### src/mahs_pkg.sv
// shared types, decode tables and header field helpers for the mpeg audio header scanner
// no dependencies; used by every module in src

package mahs_pkg;

	// result status codes
	localparam logic [1:0] ST_DECODED   = 2'd0;
	localparam logic [1:0] ST_NO_HEADER = 2'd1;
	localparam logic [1:0] ST_EARLY_END = 2'd2;

	// stream constants
	localparam logic [10:0] SYNC_ALL  = 11'd2047;
	localparam logic [31:0] XING_WORD = 32'h5869_6E67;
	localparam logic [23:0] ID3_WORD  = 24'h49_4433;
	localparam logic [31:0] FRAMES_NONE = 32'hFFFF_FFFF;
	localparam logic [31:0] FRAMES_MAX  = 32'h7FFF_FFFF;

	// side-info distances
	localparam logic [5:0] SIDE_V1_MONO   = 6'd17;
	localparam logic [5:0] SIDE_V1_STEREO = 6'd32;
	localparam logic [5:0] SIDE_V2_MONO   = 6'd9;
	localparam logic [5:0] SIDE_V2_STEREO = 6'd17;

	// queue between the scanner and the decoder
	localparam int QUEUE_DEPTH = 2;

	// bitrate table, indexed by version lsb, layer index minus one, bitrate index
	localparam logic [8:0] KBPS_TAB [2][3][16] = '{
		'{
			'{9'd0, 9'd8, 9'd16, 9'd24, 9'd32, 9'd40, 9'd48, 9'd56,
			  9'd64, 9'd80, 9'd96, 9'd112, 9'd128, 9'd144, 9'd160, 9'd0},
			'{9'd0, 9'd8, 9'd16, 9'd24, 9'd32, 9'd40, 9'd48, 9'd56,
			  9'd64, 9'd80, 9'd96, 9'd112, 9'd128, 9'd144, 9'd160, 9'd0},
			'{9'd0, 9'd32, 9'd48, 9'd56, 9'd64, 9'd80, 9'd96, 9'd112,
			  9'd128, 9'd144, 9'd160, 9'd176, 9'd192, 9'd224, 9'd256, 9'd0}
		},
		'{
			'{9'd0, 9'd32, 9'd40, 9'd48, 9'd56, 9'd64, 9'd80, 9'd96,
			  9'd112, 9'd128, 9'd160, 9'd192, 9'd224, 9'd256, 9'd320, 9'd0},
			'{9'd0, 9'd32, 9'd48, 9'd56, 9'd64, 9'd80, 9'd96, 9'd112,
			  9'd128, 9'd160, 9'd192, 9'd224, 9'd256, 9'd320, 9'd384, 9'd0},
			'{9'd0, 9'd32, 9'd64, 9'd96, 9'd128, 9'd160, 9'd192, 9'd224,
			  9'd256, 9'd288, 9'd320, 9'd352, 9'd384, 9'd416, 9'd448, 9'd0}
		}
	};

	// sample rate table, indexed by version index and frequency index
	localparam logic [15:0] RATE_TAB [4][3] = '{
		'{16'd11025, 16'd12000, 16'd8000},
		'{16'd0, 16'd0, 16'd0},
		'{16'd22050, 16'd24000, 16'd16000},
		'{16'd44100, 16'd48000, 16'd32000}
	};

	// one input byte
	typedef struct packed {
		logic [7:0] data_byte;
		logic       last;
	} byte_item_t;

	// one decoded result
	typedef struct packed {
		logic [1:0]         status;
		logic [27:0]        id3_size;
		logic [31:0]        header_offset;
		logic [1:0]         version_index;
		logic [1:0]         layer;
		logic [8:0]         bitrate_kbps;
		logic [15:0]        sample_rate_hz;
		logic [1:0]         channel_mode;
		logic               protection;
		logic               vbr;
		logic signed [31:0] vbr_frames;
	} res_item_t;

	// raw scan outcome handed from the scanner to the decoder
	typedef struct packed {
		logic [1:0]  status;
		logic [27:0] tag_size;
		logic [31:0] offset;
		logic [31:0] header;
		logic        vbr;
		logic [31:0] frames;
	} scan_evt_t;

	// frame header validity rules
	function automatic logic header_ok(input logic [31:0] h);
		logic [3:0] br;
		br = h[15:12];
		return (h[31:21] == SYNC_ALL) && (h[20:19] != 2'd1) && (h[18:17] != 2'd0) &&
			(br != 4'd0) && (br != 4'd15) && (h[11:10] != 2'd3) && (h[1:0] != 2'd2);
	endfunction

endpackage

### src/mpeg_audio_header_scanner.sv
// mpeg audio header scanner: one file byte per transfer, one result per file
// throughput: one byte per cycle while the queue is not full; the scanner steps its phase once per byte
// result path: the byte transfer that ends a result writes its event into the queue, then the
// event moves to the output register, where res_valid rises; a stalled output holds it in the queue
// reset: arst_n clears the scanner to the tag check phase and empties queue and output
// depends on mahs_pkg, mahs_front, mahs_queue, mahs_back

module mpeg_audio_header_scanner import mahs_pkg::*; (
	input  logic       clk,
	input  logic       arst_n,
	input  logic       byte_valid,
	output logic       byte_stall,
	input  byte_item_t byte_item,
	output logic       res_valid,
	input  logic       res_stall,
	output res_item_t  res_item
);

	logic      q_full;
	logic      q_empty;
	logic      evt_push;
	logic      evt_pop;
	scan_evt_t evt;
	scan_evt_t head_evt;

	// byte scanner
	mahs_front u_front (
		.clk        (clk),
		.arst_n     (arst_n),
		.byte_valid (byte_valid),
		.byte_stall (byte_stall),
		.byte_item  (byte_item),
		.q_full     (q_full),
		.evt_push   (evt_push),
		.evt        (evt)
	);

	// event queue
	mahs_queue u_queue (
		.clk      (clk),
		.arst_n   (arst_n),
		.push     (evt_push),
		.push_evt (evt),
		.pop      (evt_pop),
		.head_evt (head_evt),
		.full     (q_full),
		.empty    (q_empty)
	);

	// field decoder and output register
	mahs_back u_back (
		.clk       (clk),
		.arst_n    (arst_n),
		.head_evt  (head_evt),
		.empty     (q_empty),
		.pop       (evt_pop),
		.res_valid (res_valid),
		.res_stall (res_stall),
		.res_item  (res_item)
	);

endmodule

### src/mahs_front.sv
// scanner front end: id3 tag size, header search, side-info skip and xing probe
// depends on mahs_pkg; pushes one scan event per finished file into the queue

module mahs_front import mahs_pkg::*; (
	input  logic       clk,
	input  logic       arst_n,
	input  logic       byte_valid,
	output logic       byte_stall,
	input  byte_item_t byte_item,
	input  logic       q_full,
	output logic       evt_push,
	output scan_evt_t  evt
);

	// phase codes
	localparam logic [2:0] PH_ID3  = 3'd0;
	localparam logic [2:0] PH_TAG  = 3'd1;
	localparam logic [2:0] PH_SCAN = 3'd2;
	localparam logic [2:0] PH_SKIP = 3'd3;
	localparam logic [2:0] PH_XING = 3'd4;
	localparam logic [2:0] PH_DONE = 3'd5;

	logic [31:0] pos_q;
	logic [2:0]  phase_q;
	logic [31:0] window_q;
	logic [27:0] tag_q;
	logic [31:0] held_q;
	logic [31:0] found_q;
	logic [5:0]  skip_q;
	logic [31:0] flags_q;
	logic        xok_q;

	logic [31:0] win_nx;
	logic [2:0]  phase_nx;
	logic [27:0] tag_nx;
	logic [31:0] held_nx;
	logic [31:0] found_nx;
	logic [5:0]  skip_nx;
	logic [31:0] flags_nx;
	logic        xok_nx;
	logic [31:0] pos_m3;
	logic [5:0]  skip_inc;
	logic        emit;
	logic [1:0]  emit_status;
	logic        emit_vbr;
	logic [31:0] emit_frames;
	logic        accept;

	// the queue takes at most one event per byte
	assign byte_stall = q_full;
	assign accept     = byte_valid & ~q_full;

	assign win_nx   = {window_q[23:0], byte_item.data_byte};
	assign pos_m3   = pos_q - 32'd3;
	assign skip_inc = skip_q + 6'd1;

	// per-byte phase step
	always_comb begin
		phase_nx    = phase_q;
		tag_nx      = tag_q;
		held_nx     = held_q;
		found_nx    = found_q;
		skip_nx     = skip_q;
		flags_nx    = flags_q;
		xok_nx      = xok_q;
		emit        = 1'b0;
		emit_status = ST_DECODED;
		emit_vbr    = 1'b0;
		emit_frames = FRAMES_NONE;
		unique case (phase_q)
			PH_ID3: begin
				if (pos_q == 32'd2) begin
					phase_nx = (win_nx[23:0] == ID3_WORD) ? PH_TAG : PH_SCAN;
				end
			end
			PH_TAG: begin
				if (pos_q == 32'd9) begin
					tag_nx   = {win_nx[30:24], win_nx[22:16], win_nx[14:8], win_nx[6:0]};
					phase_nx = PH_SCAN;
				end
			end
			PH_SCAN: begin
				if (pos_m3 >= {4'd0, tag_q} && header_ok(win_nx)) begin
					held_nx  = win_nx;
					found_nx = pos_m3;
					if (win_nx[20:19] == 2'd3) begin
						skip_nx = (win_nx[7:6] == 2'd3) ? SIDE_V1_MONO : SIDE_V1_STEREO;
					end else begin
						skip_nx = (win_nx[7:6] == 2'd3) ? SIDE_V2_MONO : SIDE_V2_STEREO;
					end
					phase_nx = PH_SKIP;
				end
			end
			PH_SKIP: begin
				if (skip_q != 6'd0) begin
					skip_nx = skip_q - 6'd1;
				end
				if (skip_nx == 6'd0) begin
					phase_nx = PH_XING;
				end
			end
			PH_XING: begin
				skip_nx = skip_inc;
				if (skip_inc == 6'd4) begin
					xok_nx = (win_nx == XING_WORD);
				end else if (skip_inc == 6'd8) begin
					flags_nx = win_nx;
				end else if (skip_inc >= 6'd12) begin
					emit     = 1'b1;
					emit_vbr = xok_q;
					if (xok_q && flags_q[0]) begin
						emit_frames = win_nx[31] ? FRAMES_MAX : win_nx;
					end
					phase_nx = PH_DONE;
				end
			end
			PH_DONE: begin
			end
			default: begin
			end
		endcase
		// end of file forces a status result unless one went out already
		if (byte_item.last && !emit && phase_nx != PH_DONE) begin
			emit        = 1'b1;
			emit_status = (phase_nx <= PH_SCAN) ? ST_NO_HEADER : ST_EARLY_END;
			emit_vbr    = 1'b0;
			emit_frames = FRAMES_NONE;
		end
	end

	// event to the queue
	assign evt_push     = accept & emit;
	assign evt.status   = emit_status;
	assign evt.tag_size = tag_nx;
	assign evt.offset   = found_nx;
	assign evt.header   = held_nx;
	assign evt.vbr      = emit_vbr;
	assign evt.frames   = emit_frames;

	// scanner state, back to reset after the last byte of a file
	always_ff @(posedge clk or negedge arst_n) begin
		if (!arst_n) begin
			pos_q    <= '0;
			phase_q  <= PH_ID3;
			window_q <= '0;
			tag_q    <= '0;
			held_q   <= '0;
			found_q  <= '0;
			skip_q   <= '0;
			flags_q  <= '0;
			xok_q    <= 1'b0;
		end else if (accept) begin
			if (byte_item.last) begin
				pos_q    <= '0;
				phase_q  <= PH_ID3;
				window_q <= '0;
				tag_q    <= '0;
				held_q   <= '0;
				found_q  <= '0;
				skip_q   <= '0;
				flags_q  <= '0;
				xok_q    <= 1'b0;
			end else begin
				pos_q    <= pos_q + 32'd1;
				phase_q  <= phase_nx;
				window_q <= win_nx;
				tag_q    <= tag_nx;
				held_q   <= held_nx;
				found_q  <= found_nx;
				skip_q   <= skip_nx;
				flags_q  <= flags_nx;
				xok_q    <= xok_nx;
			end
		end
	end

endmodule

### src/mahs_queue.sv
// short event queue between scanner and decoder
// depends on mahs_pkg for the event type and depth

module mahs_queue import mahs_pkg::*; (
	input  logic      clk,
	input  logic      arst_n,
	input  logic      push,
	input  scan_evt_t push_evt,
	input  logic      pop,
	output scan_evt_t head_evt,
	output logic      full,
	output logic      empty
);

	localparam int PTR_W = (QUEUE_DEPTH > 1) ? $clog2(QUEUE_DEPTH) : 1;
	localparam int CNT_W = $clog2(QUEUE_DEPTH + 1);

	scan_evt_t        slot_q [QUEUE_DEPTH];
	logic [PTR_W-1:0] wr_q;
	logic [PTR_W-1:0] rd_q;
	logic [CNT_W-1:0] cnt_q;

	assign full     = (cnt_q == CNT_W'(QUEUE_DEPTH));
	assign empty    = (cnt_q == '0);
	assign head_evt = slot_q[rd_q];

	// entry storage
	always_ff @(posedge clk) begin
		if (push) begin
			slot_q[wr_q] <= push_evt;
		end
	end

	// pointers and fill count
	always_ff @(posedge clk or negedge arst_n) begin
		if (!arst_n) begin
			wr_q  <= '0;
			rd_q  <= '0;
			cnt_q <= '0;
		end else begin
			if (push) begin
				wr_q <= (wr_q == PTR_W'(QUEUE_DEPTH - 1)) ? '0 : wr_q + 1'b1;
			end
			if (pop) begin
				rd_q <= (rd_q == PTR_W'(QUEUE_DEPTH - 1)) ? '0 : rd_q + 1'b1;
			end
			if (push && !pop) begin
				cnt_q <= cnt_q + 1'b1;
			end else if (pop && !push) begin
				cnt_q <= cnt_q - 1'b1;
			end
		end
	end

endmodule

### src/mahs_back.sv
// decoder back end: header field tables and the result output register
// depends on mahs_pkg for tables and types

module mahs_back import mahs_pkg::*; (
	input  logic      clk,
	input  logic      arst_n,
	input  scan_evt_t head_evt,
	input  logic      empty,
	output logic      pop,
	output logic      res_valid,
	input  logic      res_stall,
	output res_item_t res_item
);

	logic      res_valid_q;
	res_item_t res_item_q;
	res_item_t dec;
	logic [1:0] ver;
	logic [1:0] lay;
	logic [1:0] fr;
	logic [3:0] br;
	logic [1:0] lay_m1;

	assign ver    = head_evt.header[20:19];
	assign lay    = head_evt.header[18:17];
	assign fr     = head_evt.header[11:10];
	assign br     = head_evt.header[15:12];
	assign lay_m1 = lay - 2'd1;

	// field decode from the held header
	always_comb begin
		dec.status   = head_evt.status;
		dec.id3_size = head_evt.tag_size;
		if (head_evt.status == ST_NO_HEADER) begin
			dec.header_offset  = '0;
			dec.version_index  = '0;
			dec.layer          = '0;
			dec.bitrate_kbps   = '0;
			dec.sample_rate_hz = '0;
			dec.channel_mode   = '0;
			dec.protection     = 1'b0;
			dec.vbr            = 1'b0;
			dec.vbr_frames     = FRAMES_NONE;
		end else begin
			dec.header_offset  = head_evt.offset;
			dec.version_index  = ver;
			dec.layer          = 2'd0 - lay;
			dec.bitrate_kbps   = (lay != 2'd0) ? KBPS_TAB[ver[0]][lay_m1][br] : 9'd0;
			dec.sample_rate_hz = (fr != 2'd3) ? RATE_TAB[ver][fr] : 16'd0;
			dec.channel_mode   = head_evt.header[7:6];
			dec.protection     = head_evt.header[16];
			dec.vbr            = head_evt.vbr;
			dec.vbr_frames     = head_evt.frames;
		end
	end

	// pull the next event when the output register is free or being drained
	assign pop       = ~empty & (~res_valid_q | ~res_stall);
	assign res_valid = res_valid_q;
	assign res_item  = res_item_q;

	always_ff @(posedge clk or negedge arst_n) begin
		if (!arst_n) begin
			res_valid_q <= 1'b0;
		end else if (pop) begin
			res_valid_q <= 1'b1;
		end else if (!res_stall) begin
			res_valid_q <= 1'b0;
		end
	end

	always_ff @(posedge clk) begin
		if (pop) begin
			res_item_q <= dec;
		end
	end

endmodule

### config.mk
export PLATFORM = sky130hd
export DESIGN_NAME = mpeg_audio_header_scanner
export DESIGN_NICKNAME = d
export VERILOG_FILES = /design/src/mahs_pkg.sv /design/src/mpeg_audio_header_scanner.sv /design/src/mahs_front.sv /design/src/mahs_queue.sv /design/src/mahs_back.sv
export SDC_FILE = /design/constraint.sdc
export NUM_CORES = 1
export LEC_CHECK = 0
export ABC_AREA = 1
export BUFFER_PORTS_ARGS = -buffer_cell sky130_fd_sc_hd__buf_2
export CORE_MARGIN = 2
export CORE_UTILIZATION = 55
export DETAILED_ROUTE_END_ITERATION = 16
export PLACE_DENSITY = 0.69
export SETUP_SLACK_MARGIN = 0.5
export SKIP_CTS_REPAIR_TIMING = 1
export SLEW_MARGIN = 20
export SYNTH_ARGS = -nofsm -noshare
export SYNTH_HDL_FRONTEND = slang
export SYNTH_HIERARCHICAL = 1
export SYNTH_SLANG_ARGS = --single-unit
### constraint.sdc
create_clock -name clk -period 14.3 [get_ports clk]
set_input_delay 2.145 -clock clk [delete_from_list [all_inputs] [get_ports clk]]
set_output_delay 2.145 -clock clk [all_outputs]
set_load 0.05 [all_outputs]
==> flow_metrics.py <==
metrics = {
    "drt": {
        "drtIter0Drc": 1251,
        "vias": 15100,
        "ant_nets": 0,
        "route.detailed.drc": 0,
        "wl_microns": 50800,
        "wl_per_cell_microns": 18.5,
        "vias_per_cell": 5.48,
        "first_pass_iters": 5,
    },
    "synth": {
        "syn_avg_cell_area_sq_um": 10.9,
        "syn_inst": 2063,
        "yosys_warnings": 6,
        "synth_area_sq_um": 22500,
    },
    "critical_path": {
        "cp_slowest_stage_delay_ns": 0.72,
        "critical_path_class": "flip-flop to flip-flop",
        "path_cells": "ha_1, inv_1, nand2_1, nor2_4, inv_1, nor3_1, nand3_1, xor2_1, inv_1, ha_1, nand3_1, a21oi_1, nor3_1, nand2_1, nand2_1, nand2_1, nand2_1, nand2_1, nand3_1, nand2_1, a21oi_1, inv_1, nor2_4, buf_6",
        "rrSetupSlack_ns": 8.67,
        "reg2regPathDepth": 24,
        "worstPathRequired_ns": 14.50,
        "timing.rr.start": "u_front/pos_q[0]",
        "cp-start-kind": "flip-flop",
        "r2r_end": "u_queue/slot_q[0][46]",
        "critPathSlowestCell": "nor2_4",
        "arrival_ns": 5.83,
        "crit_top_cell": "nand2_1",
        "crit_fanout": 81,
        "end_kind": "flip-flop",
    },
    "finish": {
        "syn_to_final_growth_pct": 11.0,
        "nets": 2235,
        "n_antenna_cell": 0,
        "drive_gt1_frac": 0.195,
    },
    "sta": {
        "slew_headroom": 0.297,
        "worstMarginPinSlew_ns": 1.05,
        "finalCritPeriodShare": 0.393,
        "finalCriticalPeriod_ns": 5.63,
        "setup_slack_ns": 8.67,
        "drv_slew": 0,
        "clock.fmax_ghz": 0.178,
        "hold_ws_ns": 0.498,
        "fin_worst_skew_ns": 0.0231,
        "setup_viol": 0,
        "finalSetupTns_ns": 0,
        "rsz0062_at_grt": "false",
        "hold_viol": 0,
    },
    "clock_network": {
        "cts_tree": "built",
        "cts.path.max_buffers": 3,
        "cts_root_buf": "clkbuf_16",
        "cts.sink_count": 483,
        "cts_made_buffers": 50,
        "htree_levels": 2,
        "clkTransAtPathRegs_ns": 0.06,
        "worstSkewPairLatency_ns": 0.59,
    },
    "global_route": {
        "grt-ovfl-total": 0,
        "first_global_vias": 14600,
        "grt_pass1_wl_microns": 78600,
        "antenna_found_initial": 0,
        "grt_max_degree": 90,
        "grt_util_all_layers": 0.242,
    },
    "pwr": {
        "clockPowerShare": 0.267,
        "p_sw_frac": 0.383,
        "combinationalPowerShare": 0.336,
        "p_sw_mw": 1.82,
        "p_seq_frac": 0.397,
        "power_leakage_nw": 10.6,
        "p_per_area_nw_per_um2": 190,
        "intPower_mw": 2.93,
        "vdd_drop_max_uv": 114,
    },
    "hold_path": {
        "min_to": "u_front/skip_q[5]",
        "hold_depth": 2,
        "hp-class": "flip-flop to flip-flop",
        "hold_start": "u_front/skip_q[5]",
    },
    "placed_design": {
        "port-buffer-count": 137,
        "gp_congestion": 0.909,
        "hpwl_microns": 35100,
        "place_ws_ns": 8.37,
    },
    "die": {
        "fp.dieW_microns": 206,
        "dieHeight_microns": 206,
        "start_util": 0.555,
        "ios": 142,
        "die_area_sq_um": 42500,
        "rows": 74,
        "coreArea_sq_um": 40600,
    },
    "run_status": {
        "status": "finished clean",
    },
    "run": {
        "maxCapViolations": 0,
    },
}
==> layer usage <==
layer,wire length [microns],GRT usage,up-vias
li1,-,-,7185
met1,21800,0.328,7290
met2,24500,0.397,483
met3,3060,0.0408,99
met4,1510,0.0860,0
met5,0,0,-
==> stage by stage <==
stage	cells	power, mW	area (sq um)	utilization
after global placement	2656	3.49	23400	0.576
final	2747	4.75	25000	0.616
after global routing	2747	4.98	25000	0.616
after detailed placement	2656	3.51	23400	0.576
after floorplan	2066	3.18	22500	-
after CTS	2747	4.79	25000	0.616
==> power by group through the flow <==
stage	clock (mW)	combinational, mW	sequential, mW
2_1_floorplan	0	0.823	2.36
3_5_place_dp	0	1.59	1.91
6_report	1.27	1.59	1.89
5_1_grt	1.35	1.73	1.91
4_1_cts	1.30	1.60	1.89
3_3_place_gp	0	1.58	1.91
==> area by class of cell <==
class	instances	area, sq um
Multi-Input combinational cell	1159	6880
Tap cell	532	666
Timing Repair Buffer	151	801
Inverter	331	1240
Clock buffer	60	1330
Clock inverter	31	274
Fill cell	3260	15600
Sequential cell	483	13800
==> flip-flops by register name, indices dropped and copies added (netlist names) <==
signal and flops:
u_front/held_q 13, u_front/phase_q 3, u_front/skip_q 6, u_front/window_q 24, u_front/pos_q 32, u_queue/rd_q 1, u_front/flags_q 1, u_front/found_q 32
u_queue/slot_q 216, u_front/xok_q 1, u_back/res_valid 1, u_front/tag_q 28, u_queue/wr_q 1, u_queue/cnt_q 2, u_back/res_item 122
==> layout by cell type (no fill, tap or decap), types with 5 or more instances in the layout <==
cell type  instances
nand3_1           45
clkinv_1          14
a21oi_1           46
mux2_2           108
nor2_2             9
o21ai_0           66
nand3_2            5
a31oi_1            5
nor3_1            28
inv_1            320
ha_1              46
clkbuf_16         51
o22ai_1           98
buf_2            136
buf_4             13
o21ai_1           28
nor2_1           172
clkbuf_1           7
edfxtp_1         338
inv_2              9
or2_2             32
nand2_2            6
clkinv_2           7
dfrtp_1          144
o21ai_2           22
nand2_1          317
xor2_1            31
nor4_1            12
nor2_4             9
nand4_1           29
==> worst max-delay path by stage <==
stage | from | to | depth (start not counted)
after floorplan | res_stall | u_queue/cnt_q[1] | 7
after global placement | byte_item[8] | u_queue/slot_q[0][9] | 16
after detailed placement | byte_item[8] | u_queue/slot_q[0][9] | 16
after CTS | u_front/pos_q[0] | u_queue/slot_q[0][46] | 24
after global routing | u_front/pos_q[0] | u_queue/slot_q[0][94] | 24
final | u_front/pos_q[0] | u_queue/slot_q[0][46] | 24
==> critical path: cells and delay by family (launching register included) <==
family	cells	cell delay, ns
simple gates	14	2.55
flops	1	0.43
buf+inv	5	1.03
fa+ha+maj	2	0.53
compound gates	2	0.36
xor+xnor	1	0.18
No activity file was read; power rests on OpenSTA's default activity.
